<file path="src/sv/mrs_pkg.sv">
// ----------------------------------------------------------------------------
// mrs_pkg
// Shared types and constants for the modular square and root search block.
// ----------------------------------------------------------------------------
package mrs_pkg;

	localparam int VALUE_W   = 16;
	localparam int PROD_W    = 2 * VALUE_W;
	localparam int RED_CNT_W = $clog2(PROD_W);

	localparam logic FUNC_ENCRYPT = 1'b0;
	localparam logic FUNC_DECRYPT = 1'b1;

	typedef struct packed {
		logic               func;
		logic [VALUE_W-1:0] operand;
	} in_item_t;

	typedef struct packed {
		logic [VALUE_W-1:0] result_value;
		logic               found;
		logic               truncated;
		logic               last;
	} out_item_t;

	typedef enum logic [2:0] {
		ST_IDLE,
		ST_ENC_MUL,
		ST_ENC_RED,
		ST_ENC_OUT,
		ST_SCAN,
		ST_FLUSH
	} state_t;

	typedef enum logic [1:0] {
		EMIT_ENC,
		EMIT_PEND,
		EMIT_NONE
	} emit_sel_t;

	typedef struct packed {
		logic      load;
		logic      mul_en;
		logic      red_en;
		logic      scan_adv;
		logic      root_take;
		logic      emit;
		emit_sel_t emit_sel;
		logic      emit_trunc;
		logic      emit_last;
	} mrs_cmd_t;

	typedef struct packed {
		logic out_free;
		logic scan_done;
		logic match;
		logic at_limit;
		logic pend_vld;
		logic red_done;
	} mrs_status_t;

endpackage

</file>
<file path="src/sv/mrs_datapath.sv">
// ----------------------------------------------------------------------------
// mrs_datapath
// Modulus register, shift-subtract reducer for squaring, incremental square
// tracker for the root scan, held root and output register.
// ----------------------------------------------------------------------------
module mrs_datapath
	import mrs_pkg::*;
#(
	parameter int MAX_ROOTS = 64
) (
	input  logic               clk,
	input  logic               arst_n,
	input  logic               cfg_we,
	input  logic [VALUE_W-1:0] cfg_wdata,
	input  in_item_t           in_data,
	input  mrs_cmd_t           cmd,
	output mrs_status_t        status,
	input  logic               out_ready,
	output logic               out_valid,
	output out_item_t          out_data
);

	localparam int CNT_W = $clog2(MAX_ROOTS + 1);

	logic [VALUE_W-1:0] mod_q;
	logic [VALUE_W-1:0] n_eff;
	logic [VALUE_W-1:0] idx_q;
	logic [VALUE_W-1:0] sq_q;
	logic [VALUE_W-1:0] d_q;
	logic [VALUE_W-1:0] tgt_q;
	logic [VALUE_W-1:0] pend_q;
	logic               pend_vld_q;
	logic [CNT_W-1:0]   cnt_q;
	logic [PROD_W-1:0]  prod_q;
	logic [VALUE_W-1:0] red_q;
	logic [RED_CNT_W-1:0] bit_q;
	logic               out_vld_q;
	out_item_t          out_q;
	out_item_t          out_nx;

	logic [VALUE_W:0]   n_ext;
	logic [VALUE_W:0]   red_sh;
	logic [VALUE_W:0]   red_nx;
	logic [VALUE_W:0]   sq_sum;
	logic [VALUE_W:0]   sq_nx;
	logic [VALUE_W:0]   d_p2;
	logic [VALUE_W:0]   d_r1;
	logic [VALUE_W:0]   d_r2;
	logic [VALUE_W-1:0] d_init;

	// A modulus of zero behaves as a modulus of one.
	assign n_eff  = (mod_q == '0) ? VALUE_W'(1) : mod_q;
	assign n_ext  = {1'b0, n_eff};
	assign d_init = (n_eff == VALUE_W'(1)) ? '0 : VALUE_W'(1);

	// One bit of the product enters the remainder each step; it stays below 2n.
	assign red_sh = {red_q, prod_q[PROD_W-1]};
	assign red_nx = (red_sh >= n_ext) ? red_sh - n_ext : red_sh;

	// (i+1)^2 = i^2 + (2i+1): both terms are kept reduced modulo n.
	assign sq_sum = {1'b0, sq_q} + {1'b0, d_q};
	assign sq_nx  = (sq_sum >= n_ext) ? sq_sum - n_ext : sq_sum;
	assign d_p2   = {1'b0, d_q} + (VALUE_W+1)'(2);
	assign d_r1   = (d_p2 >= n_ext) ? d_p2 - n_ext : d_p2;
	assign d_r2   = (d_r1 >= n_ext) ? d_r1 - n_ext : d_r1;

	always_ff @(posedge clk or negedge arst_n) begin
		if (!arst_n) begin
			mod_q      <= VALUE_W'(1);
			pend_vld_q <= 1'b0;
			out_vld_q  <= 1'b0;
		end else begin
			if (cfg_we) begin
				mod_q <= cfg_wdata;
			end
			if (cmd.load) begin
				pend_vld_q <= 1'b0;
			end else if (cmd.root_take) begin
				pend_vld_q <= 1'b1;
			end
			if (cmd.emit) begin
				out_vld_q <= 1'b1;
			end else if (out_ready) begin
				out_vld_q <= 1'b0;
			end
		end
	end

	always_ff @(posedge clk) begin
		if (cmd.load) begin
			tgt_q <= in_data.operand;
			idx_q <= '0;
			sq_q  <= '0;
			d_q   <= d_init;
			cnt_q <= '0;
			red_q <= '0;
			bit_q <= '0;
		end else begin
			if (cmd.scan_adv) begin
				idx_q <= idx_q + VALUE_W'(1);
				sq_q  <= sq_nx[VALUE_W-1:0];
				d_q   <= d_r2[VALUE_W-1:0];
			end
			if (cmd.root_take) begin
				pend_q <= idx_q;
				cnt_q  <= cnt_q + CNT_W'(1);
			end
			if (cmd.red_en) begin
				red_q  <= red_nx[VALUE_W-1:0];
				prod_q <= {prod_q[PROD_W-2:0], 1'b0};
				bit_q  <= bit_q + RED_CNT_W'(1);
			end
		end
		if (cmd.mul_en) begin
			prod_q <= PROD_W'(tgt_q) * PROD_W'(tgt_q);
		end
		if (cmd.emit) begin
			out_q <= out_nx;
		end
	end

	always_comb begin
		out_nx.truncated = cmd.emit_trunc;
		out_nx.last      = cmd.emit_last;
		case (cmd.emit_sel)
			EMIT_ENC: begin
				out_nx.result_value = red_q;
				out_nx.found        = 1'b1;
			end
			EMIT_PEND: begin
				out_nx.result_value = pend_q;
				out_nx.found        = 1'b1;
			end
			default: begin
				out_nx.result_value = '0;
				out_nx.found        = 1'b0;
			end
		endcase
	end

	assign status.out_free  = !out_vld_q || out_ready;
	assign status.scan_done = (idx_q == n_eff);
	assign status.match     = (sq_q == tgt_q);
	assign status.at_limit  = (cnt_q == CNT_W'(MAX_ROOTS - 1));
	assign status.pend_vld  = pend_vld_q;
	assign status.red_done  = (bit_q == RED_CNT_W'(PROD_W - 1));

	assign out_valid = out_vld_q;
	assign out_data  = out_q;

endmodule

</file>
<file path="src/sv/mrs_controller.sv">
// ----------------------------------------------------------------------------
// mrs_controller
// Sequencer for encrypt (multiply, reduce, emit) and decrypt (root scan).
// ----------------------------------------------------------------------------
module mrs_controller
	import mrs_pkg::*;
(
	input  logic        clk,
	input  logic        arst_n,
	input  logic        in_valid,
	input  logic        in_func,
	output logic        in_ready,
	input  mrs_status_t status,
	output mrs_cmd_t    cmd
);

	state_t state_q;
	state_t state_nx;

	always_ff @(posedge clk or negedge arst_n) begin
		if (!arst_n) begin
			state_q <= ST_IDLE;
		end else begin
			state_q <= state_nx;
		end
	end

	always_comb begin
		state_nx       = state_q;
		in_ready       = 1'b0;
		cmd            = '0;
		cmd.emit_sel   = EMIT_NONE;
		case (state_q)
			ST_IDLE: begin
				in_ready = 1'b1;
				if (in_valid) begin
					cmd.load = 1'b1;
					state_nx = (in_func == FUNC_DECRYPT) ? ST_SCAN : ST_ENC_MUL;
				end
			end
			ST_ENC_MUL: begin
				cmd.mul_en = 1'b1;
				state_nx   = ST_ENC_RED;
			end
			ST_ENC_RED: begin
				cmd.red_en = 1'b1;
				if (status.red_done) begin
					state_nx = ST_ENC_OUT;
				end
			end
			ST_ENC_OUT: begin
				if (status.out_free) begin
					cmd.emit      = 1'b1;
					cmd.emit_sel  = EMIT_ENC;
					cmd.emit_last = 1'b1;
					state_nx      = ST_IDLE;
				end
			end
			ST_SCAN: begin
				if (status.out_free) begin
					if (status.scan_done) begin
						cmd.emit      = 1'b1;
						cmd.emit_sel  = status.pend_vld ? EMIT_PEND : EMIT_NONE;
						cmd.emit_last = 1'b1;
						state_nx      = ST_IDLE;
					end else if (status.match) begin
						// The held root goes out now that a later one exists.
						cmd.emit      = status.pend_vld;
						cmd.emit_sel  = EMIT_PEND;
						cmd.root_take = 1'b1;
						if (status.at_limit) begin
							state_nx = ST_FLUSH;
						end else begin
							cmd.scan_adv = 1'b1;
						end
					end else begin
						cmd.scan_adv = 1'b1;
					end
				end
			end
			ST_FLUSH: begin
				if (status.out_free) begin
					cmd.emit       = 1'b1;
					cmd.emit_sel   = EMIT_PEND;
					cmd.emit_trunc = 1'b1;
					cmd.emit_last  = 1'b1;
					state_nx       = ST_IDLE;
				end
			end
			default: begin
				state_nx = ST_IDLE;
			end
		endcase
	end

endmodule

</file>
<file path="src/sv/modular_square_and_root_search.sv">
// Encrypt: a multiply step and a shift-subtract reduction of the product follow the
// accept; the result is then loaded into the output register when it is free.
// Decrypt: one candidate per cycle, from 0 up to modulus n - 1; the scan pauses while
// a result is stalled, and at the root limit the final root is emitted from the
// flush state.
// Reset is asynchronous, active low; the modulus returns to 1 and the block idles.
// ----------------------------------------------------------------------------
// modular_square_and_root_search
// Modular squaring and exhaustive modular square-root search over a
// configured modulus.
// ----------------------------------------------------------------------------
module modular_square_and_root_search
	import mrs_pkg::*;
#(
	parameter int MAX_ROOTS = 64
) (
	input  logic               clk,
	input  logic               arst_n,
	input  logic               cfg_we,
	input  logic [VALUE_W-1:0] cfg_wdata,
	input  logic               in_valid,
	output logic               in_ready,
	input  in_item_t           in_data,
	output logic               out_valid,
	input  logic               out_ready,
	output out_item_t          out_data
);

	mrs_cmd_t    cmd;
	mrs_status_t status;

	mrs_controller u_ctrl (
		.clk      (clk),
		.arst_n   (arst_n),
		.in_valid (in_valid),
		.in_func  (in_data.func),
		.in_ready (in_ready),
		.status   (status),
		.cmd      (cmd)
	);

	mrs_datapath #(
		.MAX_ROOTS (MAX_ROOTS)
	) u_dp (
		.clk       (clk),
		.arst_n    (arst_n),
		.cfg_we    (cfg_we),
		.cfg_wdata (cfg_wdata),
		.in_data   (in_data),
		.cmd       (cmd),
		.status    (status),
		.out_ready (out_ready),
		.out_valid (out_valid),
		.out_data  (out_data)
	);

endmodule

</file>
<file path="config.mk">
export PLATFORM = sky130hd
export DESIGN_NAME = modular_square_and_root_search
export DESIGN_NICKNAME = d
export VERILOG_FILES = /design/src/sv/mrs_pkg.sv /design/src/sv/mrs_datapath.sv /design/src/sv/mrs_controller.sv /design/src/sv/modular_square_and_root_search.sv
export SDC_FILE = /design/constraint.sdc
export NUM_CORES = 1
export LEC_CHECK = 0
export BUFFER_PORTS_ARGS = -buffer_cell sky130_fd_sc_hd__buf_4
export CAP_MARGIN = 20
export CORE_ASPECT_RATIO = 0.6
export CORE_UTILIZATION = 70
export DETAILED_ROUTE_END_ITERATION = 12
export HOLD_SLACK_MARGIN = 0.02
export PLACE_DENSITY_LB_ADDON = 0.12
export SYNTH_ARGS = -nofsm -noshare
export SYNTH_HDL_FRONTEND = slang
export SYNTH_HIERARCHICAL = 1
export SYNTH_SLANG_ARGS = --single-unit
export TNS_END_PERCENT = 1
</file>
<file path="constraint.sdc">
create_clock -name clk -period 9.8 [get_ports clk]
set_input_delay 0.98 -clock clk [delete_from_list [all_inputs] [get_ports clk]]
set_output_delay 0.98 -clock clk [all_outputs]
set_load 0.01 [all_outputs]
</file>
After elaboration in Yosys (flattened, before gate mapping)
Cells that the tools add are included.
Widths: inputs -> output; s select.
- ROM bits: 0
- output and inout bits: 21
- memories: 0
- bits in latches: 0
- memory bits (writable): 0
- register bits: 180
- input bits: 38
- bitwise gates (word level): 1
- muxes and demuxes: 45
- divide/modulo/power cells: 0
- $mul: 1
- shifts and indexed selects: 0
- order comparisons: 4
- equal/unequal tests: 18
- add/subtract/negate cells: 9
- reduce and logical (&&, ||, !) cells: 13
- operator list (kind ; count):
    $mux 16 ; 6
    $mux 32 ; 3
    $ge 17x16->1 ; 4
    $sub 16x16->16 ; 3
    $pmux 17 s2 ; 1
    $eq 16x16->1 ; 2
    $mul 16x16->32 ; 1
    $mux 3 ; 10
    $add 16x16->17 ; 1
    $add 16x2->17 const B ; 1
    $mux 17 ; 1
    $sub 17x16->17 ; 1
    $add 16x1->16 const B ; 1
    $eq 16x1->1 const B ; 1
    $logic_not 16->1 ; 1
    $mux 1 ; 15
    $pmux 3 s5 ; 1
    $mux 5 ; 2
    $pmux 3 s3 ; 1
    $ne 2x2->1 const B ; 4
    $reduce_bool 2->1 ; 4
    $add 7x1->7 const B ; 1
    $eq 7x6->1 const B ; 1
    $eq 3x2->1 const B ; 2
    other kinds (18) ; 23

Logic depth before layout (Yosys ltp)
Gate-level depths: netlist of the first run.
- depth in word-level cells: 8
- mapped depth: 28

By module
Netlist of the first run, hierarchy kept.
- modules (own cells, without submodules) (module ; area each (um^2) ; cells an instance ; instances ; sequential area each (um^2)):
    mrs_datapath ; 18611.6 ; 2010 ; 1 ; 4625.7
    mrs_controller ; 300.3 ; 36 ; 1 ; 75.1

Worst setup path before layout of the first run
No wires, ideal clock.
- path type: register -> register
- start point: register u_dp.tgt_q[4]
- end point: register u_dp.prod_q[29] (data pin)
- setup time: 260 ps
- buffers on the path: 3
- clock period less this slack: 6515 ps
- slack: 3285 ps
- data arrival time: 6255 ps
- stages on the path, launching flop included: 26
- cells stage by stage: edfxtp_1 > clkbuf_1 > clkbuf_1 > nand2_1 > inv_1 > fa_1 > inv_1 > fa_1 > inv_1 > fa_1 > fa_1 > fa_1 > inv_1 > fa_1 > inv_1 > ha_1 > clkbuf_1 > a21oi_1 > nor3_1 > a41o_1 > a31oi_1 > a21oi_1 > o41ai_1 > o21ai_0 > xor2_1 > mux2_2
- longest elaborated chain between the ends: 2
- RTL lines (what ; RTL line ; source):
    from (decl) ; mrs_datapath.sv:30 ; logic [VALUE_W-1:0] tgt_q;
    from (signal assigned) ; mrs_datapath.sv:91 ; tgt_q <= in_data.operand;
    $mul 16x16->32 ; mrs_datapath.sv:115 ; prod_q <= PROD_W'(tgt_q) * PROD_W'(tgt_q);
    $mux 32 ; mrs_datapath.sv:114 ; if (cmd.mul_en) begin
    to (signal assigned) ; mrs_datapath.sv:110 ; prod_q <= {prod_q[PROD_W-2:0], 1'b0};
    to (signal assigned) ; mrs_datapath.sv:115 ;
    to (decl) ; mrs_datapath.sv:34 ; logic [PROD_W-1:0] prod_q;
Every way passes these cells.
A chain may end at the register's enable or synchronous reset.

Worst setup path after layout of the first run
- start point: register u_dp.tgt_q[9]
- end point: register u_dp.prod_q[29] (data pin)
The elaborated chain is that of the path after synthesis.

==> metrics.cfg, run 1 <==
[outcome]
status = complete, no violations

[yosys]
synth_nets = 2433
ys.flop_type = edfxtp_1
ys_types = 76
synthArstFlopShare_pct = 11.7
synthesis.area_mm2 = 0.0189
yosys_warnings = 6
ys_seq_area_share_pct = 24.9
synthTopCellsByArea = fa_1 (18%), edfxtp_1 (16%), ha_1 (12%)
avgSynthCellArea_um2 = 9.24
synth_seq_cells = 180
netlist.top_cell.by_area = fa_1
synth_edf_count = 99
synth_top_area_share_pct = 18.0
synthCells = 2046

[hold_path]
min_path_type = input port to async pin

[setup_path]
worstSetupEndpoint = u_dp/prod_q[29]
critPathKind = flop to flop
r2r_slack_ns = 2.25
cp-startpoint = u_dp/tgt_q[9]
r2r-start = u_dp/tgt_q[9]
end_kind = flop
path_max_fanout = 18
critPathArrivalTime_ns = 7.77
rr_endpoint = u_dp/prod_q[29]
start_kind = flop
r2r_cells = 23
required_ns = 10.02

[cts]
cts_tree = built
post_cts_resized = 0
clk_latency_ns = 0.46
holdBufCountCts = 0
clock-root-buffer = clkbuf_16
post_cts_buffers = 0
clkSinkCount = 180
cts.path.max_buffers = 2
numCtsBuffers = 17
h-tree-depth = 4
clk_pin_slew_worst_paths_ns = 0.08

[finish]
mostFrequentLayoutCells = inv_1 (290), ha_1 (179), nor2_1 (172)
drive_gt1_share_pct = 7.61
fillers = 1853
layout_commonest_cell = inv_1
syn_to_final_growth_pct = 6.90
nets = 2450
n_antenna_cell = 0

[timing]
fin_crit_ns = 7.55
worst_slew_pin_slew_ns = 1.09
finalHoldViolations = 0
tns_ns = 0
slew_headroom_pct = 26.8
fmax_ghz = 0.132
rsz0062_at_grt = false
fin_skew_ns = 0.00956
period_share_pct = 77.1
finalSetupViolCount = 0
final_max_slew_viol_count = 0

[routing]
vias = 14900
drt_iter0_markers = 1761
wl_per_cell_um = 19.9
via_per_inst = 6.13
drt-total-wl_mm = 48.4
firstDrtPassIters = 7
drtAntennaViolNets = 0
drc = 0

[floorplanning]
die_area_mm2 = 0.0277
start_util_pct = 71.4
fp-row-count = 46
core_area_mm2 = 0.0265
io_pins = 59
die_w_um = 214
die_h_um = 129

[placement]
hpwl_mm = 37.4
gp_congestion = 0.980
port_buffers = 58

[global_routing]
grt_overflow = 0
grt_max_degree = 52
first_global_vias = 14300
antenna_found_initial = 0
grt_first_pass_wirelength_mm = 76.3
grtUsageTotal_pct = 35.9

[job]
maxCapViolations = 0

## routing by layer
metal | part of all wire, % | track usage [%] | vias up | wire length [um]
met5 | 0 | 0 | - | 0
met4 | 1.3 | 8.24 | 0 | 616
met3 | 12 | 10.5 | 55 | 5730
met2 | 41 | 51.2 | 732 | 19900
met1 | 46 | 53.8 | 7234 | 22100
li1 | - | - | 6915 | -
## flip-flops by register name (all words and copies together), names as in the netlist, 3 cells and up
name / flops
u_dp/pend_q: 16
u_dp/prod_q: 32
u_dp/out_data: 19
u_dp/tgt_q: 16
u_dp/sq_q: 16
u_ctrl/state_q: 3
u_dp/d_q: 16
u_dp/bit_q: 5
u_dp/red_q: 16
u_dp/mod_q: 16
u_dp/cnt_q: 7
u_dp/idx_q: 16
## layout make-up
class                           count  area (um2)  area share [%]
Inverter                          290        1090            5.38
Clock buffer                       18         439            2.17
Sequential cell                   180        4700            23.3
Timing Repair Buffer               67         503            2.49
Tap cell                          360         450            2.23
Clock inverter                     14         178           0.879
Multi-Input combinational cell   1507       12900            63.6
## cells by family (layout without fill, tap and decap cells)
| logic type | after synthesis | in the layout | synth area share, % |
|---|---|---|---|
| adders and majority gates | 349 | 349 | 29.8 |
| xor gates and xnor gates | 156 | 156 | 7.22 |
| and+or+nand+nor | 583 | 583 | 14.5 |
| buffers and inverters | 359 | 389 | 7.28 |
| DFF | 180 | 180 | 24.9 |
| muxes | 86 | 86 | 4.77 |
| AOI/OAI and AO/OA | 333 | 333 | 11.5 |
## worst min-delay path by stage
stage	start	end	slack, ns	depth (start not counted)
floorplan	u_dp/cnt_q[5]	u_dp/cnt_q[5]	0.46	2
global placement	u_dp/cnt_q[5]	u_dp/cnt_q[5]	0.47	2
detailed placement	u_dp/bit_q[4]	u_dp/bit_q[4]	0.50	2
CTS	arst_n	u_dp/mod_q[14]	0.40	1
global route	arst_n	u_dp/mod_q[14]	0.40	1
finish	arst_n	u_dp/mod_q[14]	0.40	1
## cell usage after synthesis (all sizes together), types with 4 or more instances
cell    instances
a211o           6
a211oi         32
a21boi          7
a21o           35
a21oi          90
a31oi           9
and2           52
and3           18
buf            15
clkbuf         54
dfrtp          20
dfxtp          60
edfxtp         99
fa            170
ha            179
inv           290
mux2           33
mux2i          53
nand2         169
nand2b         18
nand3          35
nand4          28
nor2          172
nor2b          23
nor3           26
nor4           13
o211ai         10
o21a           13
o21ai          77
o21bai          8
o311ai          4
o31a            4
o41ai           6
or2             9
or3            10
xnor2         107
xor2           49
## worst max-delay path: stages (launching register included)
cell and delay (ns):
edfxtp_1 0.85, and2_1 0.28, inv_1 0.08, fa_1 0.54, inv_1 0.06, fa_1 0.50, inv_1 0.05, fa_1 0.48
inv_1 0.07, fa_1 0.55, fa_1 0.62, inv_1 0.08, fa_1 0.55, inv_1 0.05, ha_1 0.39, a21oi_1 0.18
nor3_1 0.06, a41o_1 0.19, a31oi_1 0.25, a21oi_1 0.17, o41ai_1 0.62, o21ai_0 0.23, xor2_1 0.18, mux2_2 0.27
## through the flow
step | hold slack, ns | util [%] | worst slack (ns) | area (um2) | std cells
floorplan | 0.459 | - | 3.29 | 18900 | 2046
global placement | 0.472 | 74.0 | 2.59 | 19600 | 2403
detailed placement | 0.496 | 74.0 | 2.44 | 19600 | 2403
CTS | 0.396 | 76.3 | 2.36 | 20200 | 2435
global route | 0.403 | 76.4 | 1.76 | 20200 | 2436
finish | 0.398 | 76.4 | 2.25 | 20200 | 2436
Power of run 1 is not shown: default switching activity piles up to over one toggle a cycle in this logic, so the estimate is an artifact.
==> run 2: changes to the inputs <==
--- a/config.mk
+++ b/config.mk
@@ -8,7 +8,7 @@
 export BUFFER_PORTS_ARGS = -buffer_cell sky130_fd_sc_hd__buf_4
 export CAP_MARGIN = 20
 export CORE_ASPECT_RATIO = 0.6
-export CORE_UTILIZATION = 70
+export CORE_UTILIZATION = 59
 export DETAILED_ROUTE_END_ITERATION = 12
 export HOLD_SLACK_MARGIN = 0.02
 export PLACE_DENSITY_LB_ADDON = 0.12
==> constraint.sdc (replaced) <==
create_clock -name clk -period 6.1 [get_ports clk]
set_input_delay 0.61 -clock clk [delete_from_list [all_inputs] [get_ports clk]]
set_output_delay 0.61 -clock clk [all_outputs]
set_load 0.01 [all_outputs]
==> run 2 against run 1 <==
  * The run now ends with negative setup slack left
  * Register-to-register slack lost 2.7 ns
  * Utilization shrank 5.7 points
  * Fmax grew 16%
  * Routed wire length grew 10%
  * First-iteration DRC count shrank 17%
  * Clock-buffer cell count shrank 1
  * Clock skew grew 0.0034 ns
  * Critical path depth is the same
  * Flip-flop and latch count is the same
  * Design area grew 9.5%
  * Sequential share of layout area shrank 2.0 points
==> metrics.cfg, run 2 (synthesized netlist as in run 1, its figures left out) <==
[outcome]
status = finished, violations left
violations = negative setup slack

[floorplanning]
die_w_um = 233
fp-row-count = 50
io_pins = 59
core_area_mm2 = 0.0313
start_util_pct = 60.3
die_h_um = 141
die_area_mm2 = 0.0328

[cts]
clkSinkCount = 180
clk_latency_ns = 0.47
cts_tree = built
clk_pin_slew_worst_paths_ns = 0.08
cts.path.max_buffers = 2
clock-root-buffer = clkbuf_16
numCtsBuffers = 17
h-tree-depth = 4

[routing]
drc = 0
vias = 15600
drtAntennaViolNets = 0
drt_iter0_markers = 1469
firstDrtPassIters = 7
drt-total-wl_mm = 53.2
wl_per_cell_um = 19.9
via_per_inst = 5.85

[job]
maxCapViolations = 0

[setup_path]
rr_endpoint = u_dp/prod_q[30]
cp_top_family = adder cells
r2r-start = u_dp/tgt_q[9]
r2r_slack_ns = -0.44
crit_chain = buf_4 > and2_1 > fa_1 > inv_1 > fa_1 > inv_1 > fa_1 > fa_2 > fa_1 > inv_1 > fa_1 > inv_2 > ha_4 > nand3_2 > nor4_2 > buf_4 > o2111ai_1 > o21ai_2 > o21ai_4 > o2111ai_2 > a21oi_2 > xnor2_1 > mux2_4
crit_buf_inv = 6
cp_num_cells = 23
critPathMostFrequentCell = fa_1
r2r_cells = 23
end_kind = flop
critPathKind = flop to flop
required_ns = 6.31
worst_path_max_delay_cell = fa_1
critPathArrivalTime_ns = 6.75
start_kind = flop
path_max_fanout = 6
max_stage_delay_ns = 0.63

[timing]
fin_crit_ns = 6.54
finalSetupViolCount = 15
final_max_slew_viol_count = 0
fmax_ghz = 0.153
worst_slew_pin_slew_ns = 1.02
finalHoldViolations = 0
fin_skew_ns = 0.0130
finalWorstSetupSlack_ns = -0.439
tns_ns = -3.15
slew_headroom_pct = 32.0
period_share_pct = 107
rsz0062_at_grt = true

[global_routing]
first_global_vias = 15000
use_met3_pct = 11.6
grtUsageTotal_pct = 32.9
busiest_layer = met1
antenna_found_initial = 2
grt_max_degree = 62
grt_first_pass_wirelength_mm = 82.5
grt_use_met1_pct = 50.9
gr-usage-met2_pct = 43.3
grt_overflow = 0

[finish]
mostFrequentLayoutCells = inv_1 (270), buf_4 (228), nor2_1 (170), ha_1 (170), nand2_1 (159)
max_flop_register = u_dp/prod_q
layout_commonest_cell = inv_1
layoutNonFillerInstCount = 2671
nets = 2627
final_area_mm2 = 0.0221
syn_to_final_growth_pct = 17.0
largest_reg_flops = 32
fillers = 2332
drive_gt1_share_pct = 18.9

[hold_path]
hp-start = in_data[10]
min_path_type = input port to flop
min_path_cells = 1
hold_path_end = u_dp/tgt_q[10]

[placement]
gp_congestion = 1.01
hpwl_mm = 41.3
dp_cells = 2601
port_buffers = 58
dpl_cell_area_mm2 = 0.0209

run 2: changes by cell type in the layout (fill, tap and decap cells not counted), moves of 10 or more:
cell and change:
nand2_1 -10, fa_1 -12, o21ai_0 -10, inv_2 +20
inv_1 -20, fa_2 +12, buf_4 +161, buf_6 +12
run 2: timing repair:
action	4_1_cts	5_1_grt
endpoints found under the setup margin	17	35
hold buffers	1	0
pin swaps	43	50
setup buffers	12	22
gates resized for setup	55	52
endpoints found under the hold margin	12	0
run 2: cell type report:
cell class	count	area (um2)	share of cell area, %
Sequential cell	180	4700	21.2
Inverter	290	1090	4.92
Clock buffer	17	425	1.92
Antenna cell	2	5.00	0.0226
Timing Repair Buffer	244	1910	8.62
Multi-Input combinational cell	1507	13300	59.9
Clock inverter	15	223	1.01
Tap cell	416	520	2.35
run 2: stage by stage:
stage          hold slack [ns]  util [%]  setup WS, ns
3_3_place_gp             0.473      66.6        -0.396
4_1_cts                  0.296      69.5        -0.295
2_1_floorplan            0.314         -     -0.000529
5_1_grt                  0.310      70.6        -0.628
3_5_place_dp             0.493      66.6        -0.496
6_report                 0.320      70.6        -0.439
run 2: worst register-to-register path: stages, from the launching register on:
cell       delay [ns]
edfxtp_1         0.50
buf_4            0.21
and2_1           0.16
fa_1             0.55
inv_1            0.08
fa_1             0.63
inv_1            0.09
fa_1             0.54
fa_2             0.45
fa_1             0.50
inv_1            0.06
fa_1             0.52
inv_2            0.05
ha_4             0.28
nand3_2          0.12
nor4_2           0.31
buf_4            0.15
o2111ai_1        0.12
o21ai_2          0.15
o21ai_4          0.10
o2111ai_2        0.24
a21oi_2          0.09
xnor2_1          0.14
mux2_4           0.26
run 2: worst max-delay path by stage:
stage	startpoint	to	slack [ns]
finish	u_dp/tgt_q[9]	u_dp/prod_q[30]	-0.44
global route	u_dp/tgt_q[9]	u_dp/prod_q[30]	-0.63
CTS	u_dp/tgt_q[5]	u_dp/prod_q[30]	-0.30
detailed placement	u_dp/tgt_q[10]	u_dp/prod_q[29]	-0.50
global placement	u_dp/tgt_q[10]	u_dp/prod_q[29]	-0.40
floorplan	u_dp/tgt_q[6]	u_dp/prod_q[29]	-0.0005
run 2: routing by layer:
| layer | wire, um | vias up |
|---|---|---|
| li1 | - | 7267 |
| met1 | 24800 | 7560 |
| met2 | 20700 | 726 |
| met3 | 6900 | 79 |
| met4 | 816 | 0 |
| met5 | 0 | - |
Power of run 2 is left out for the same reason.
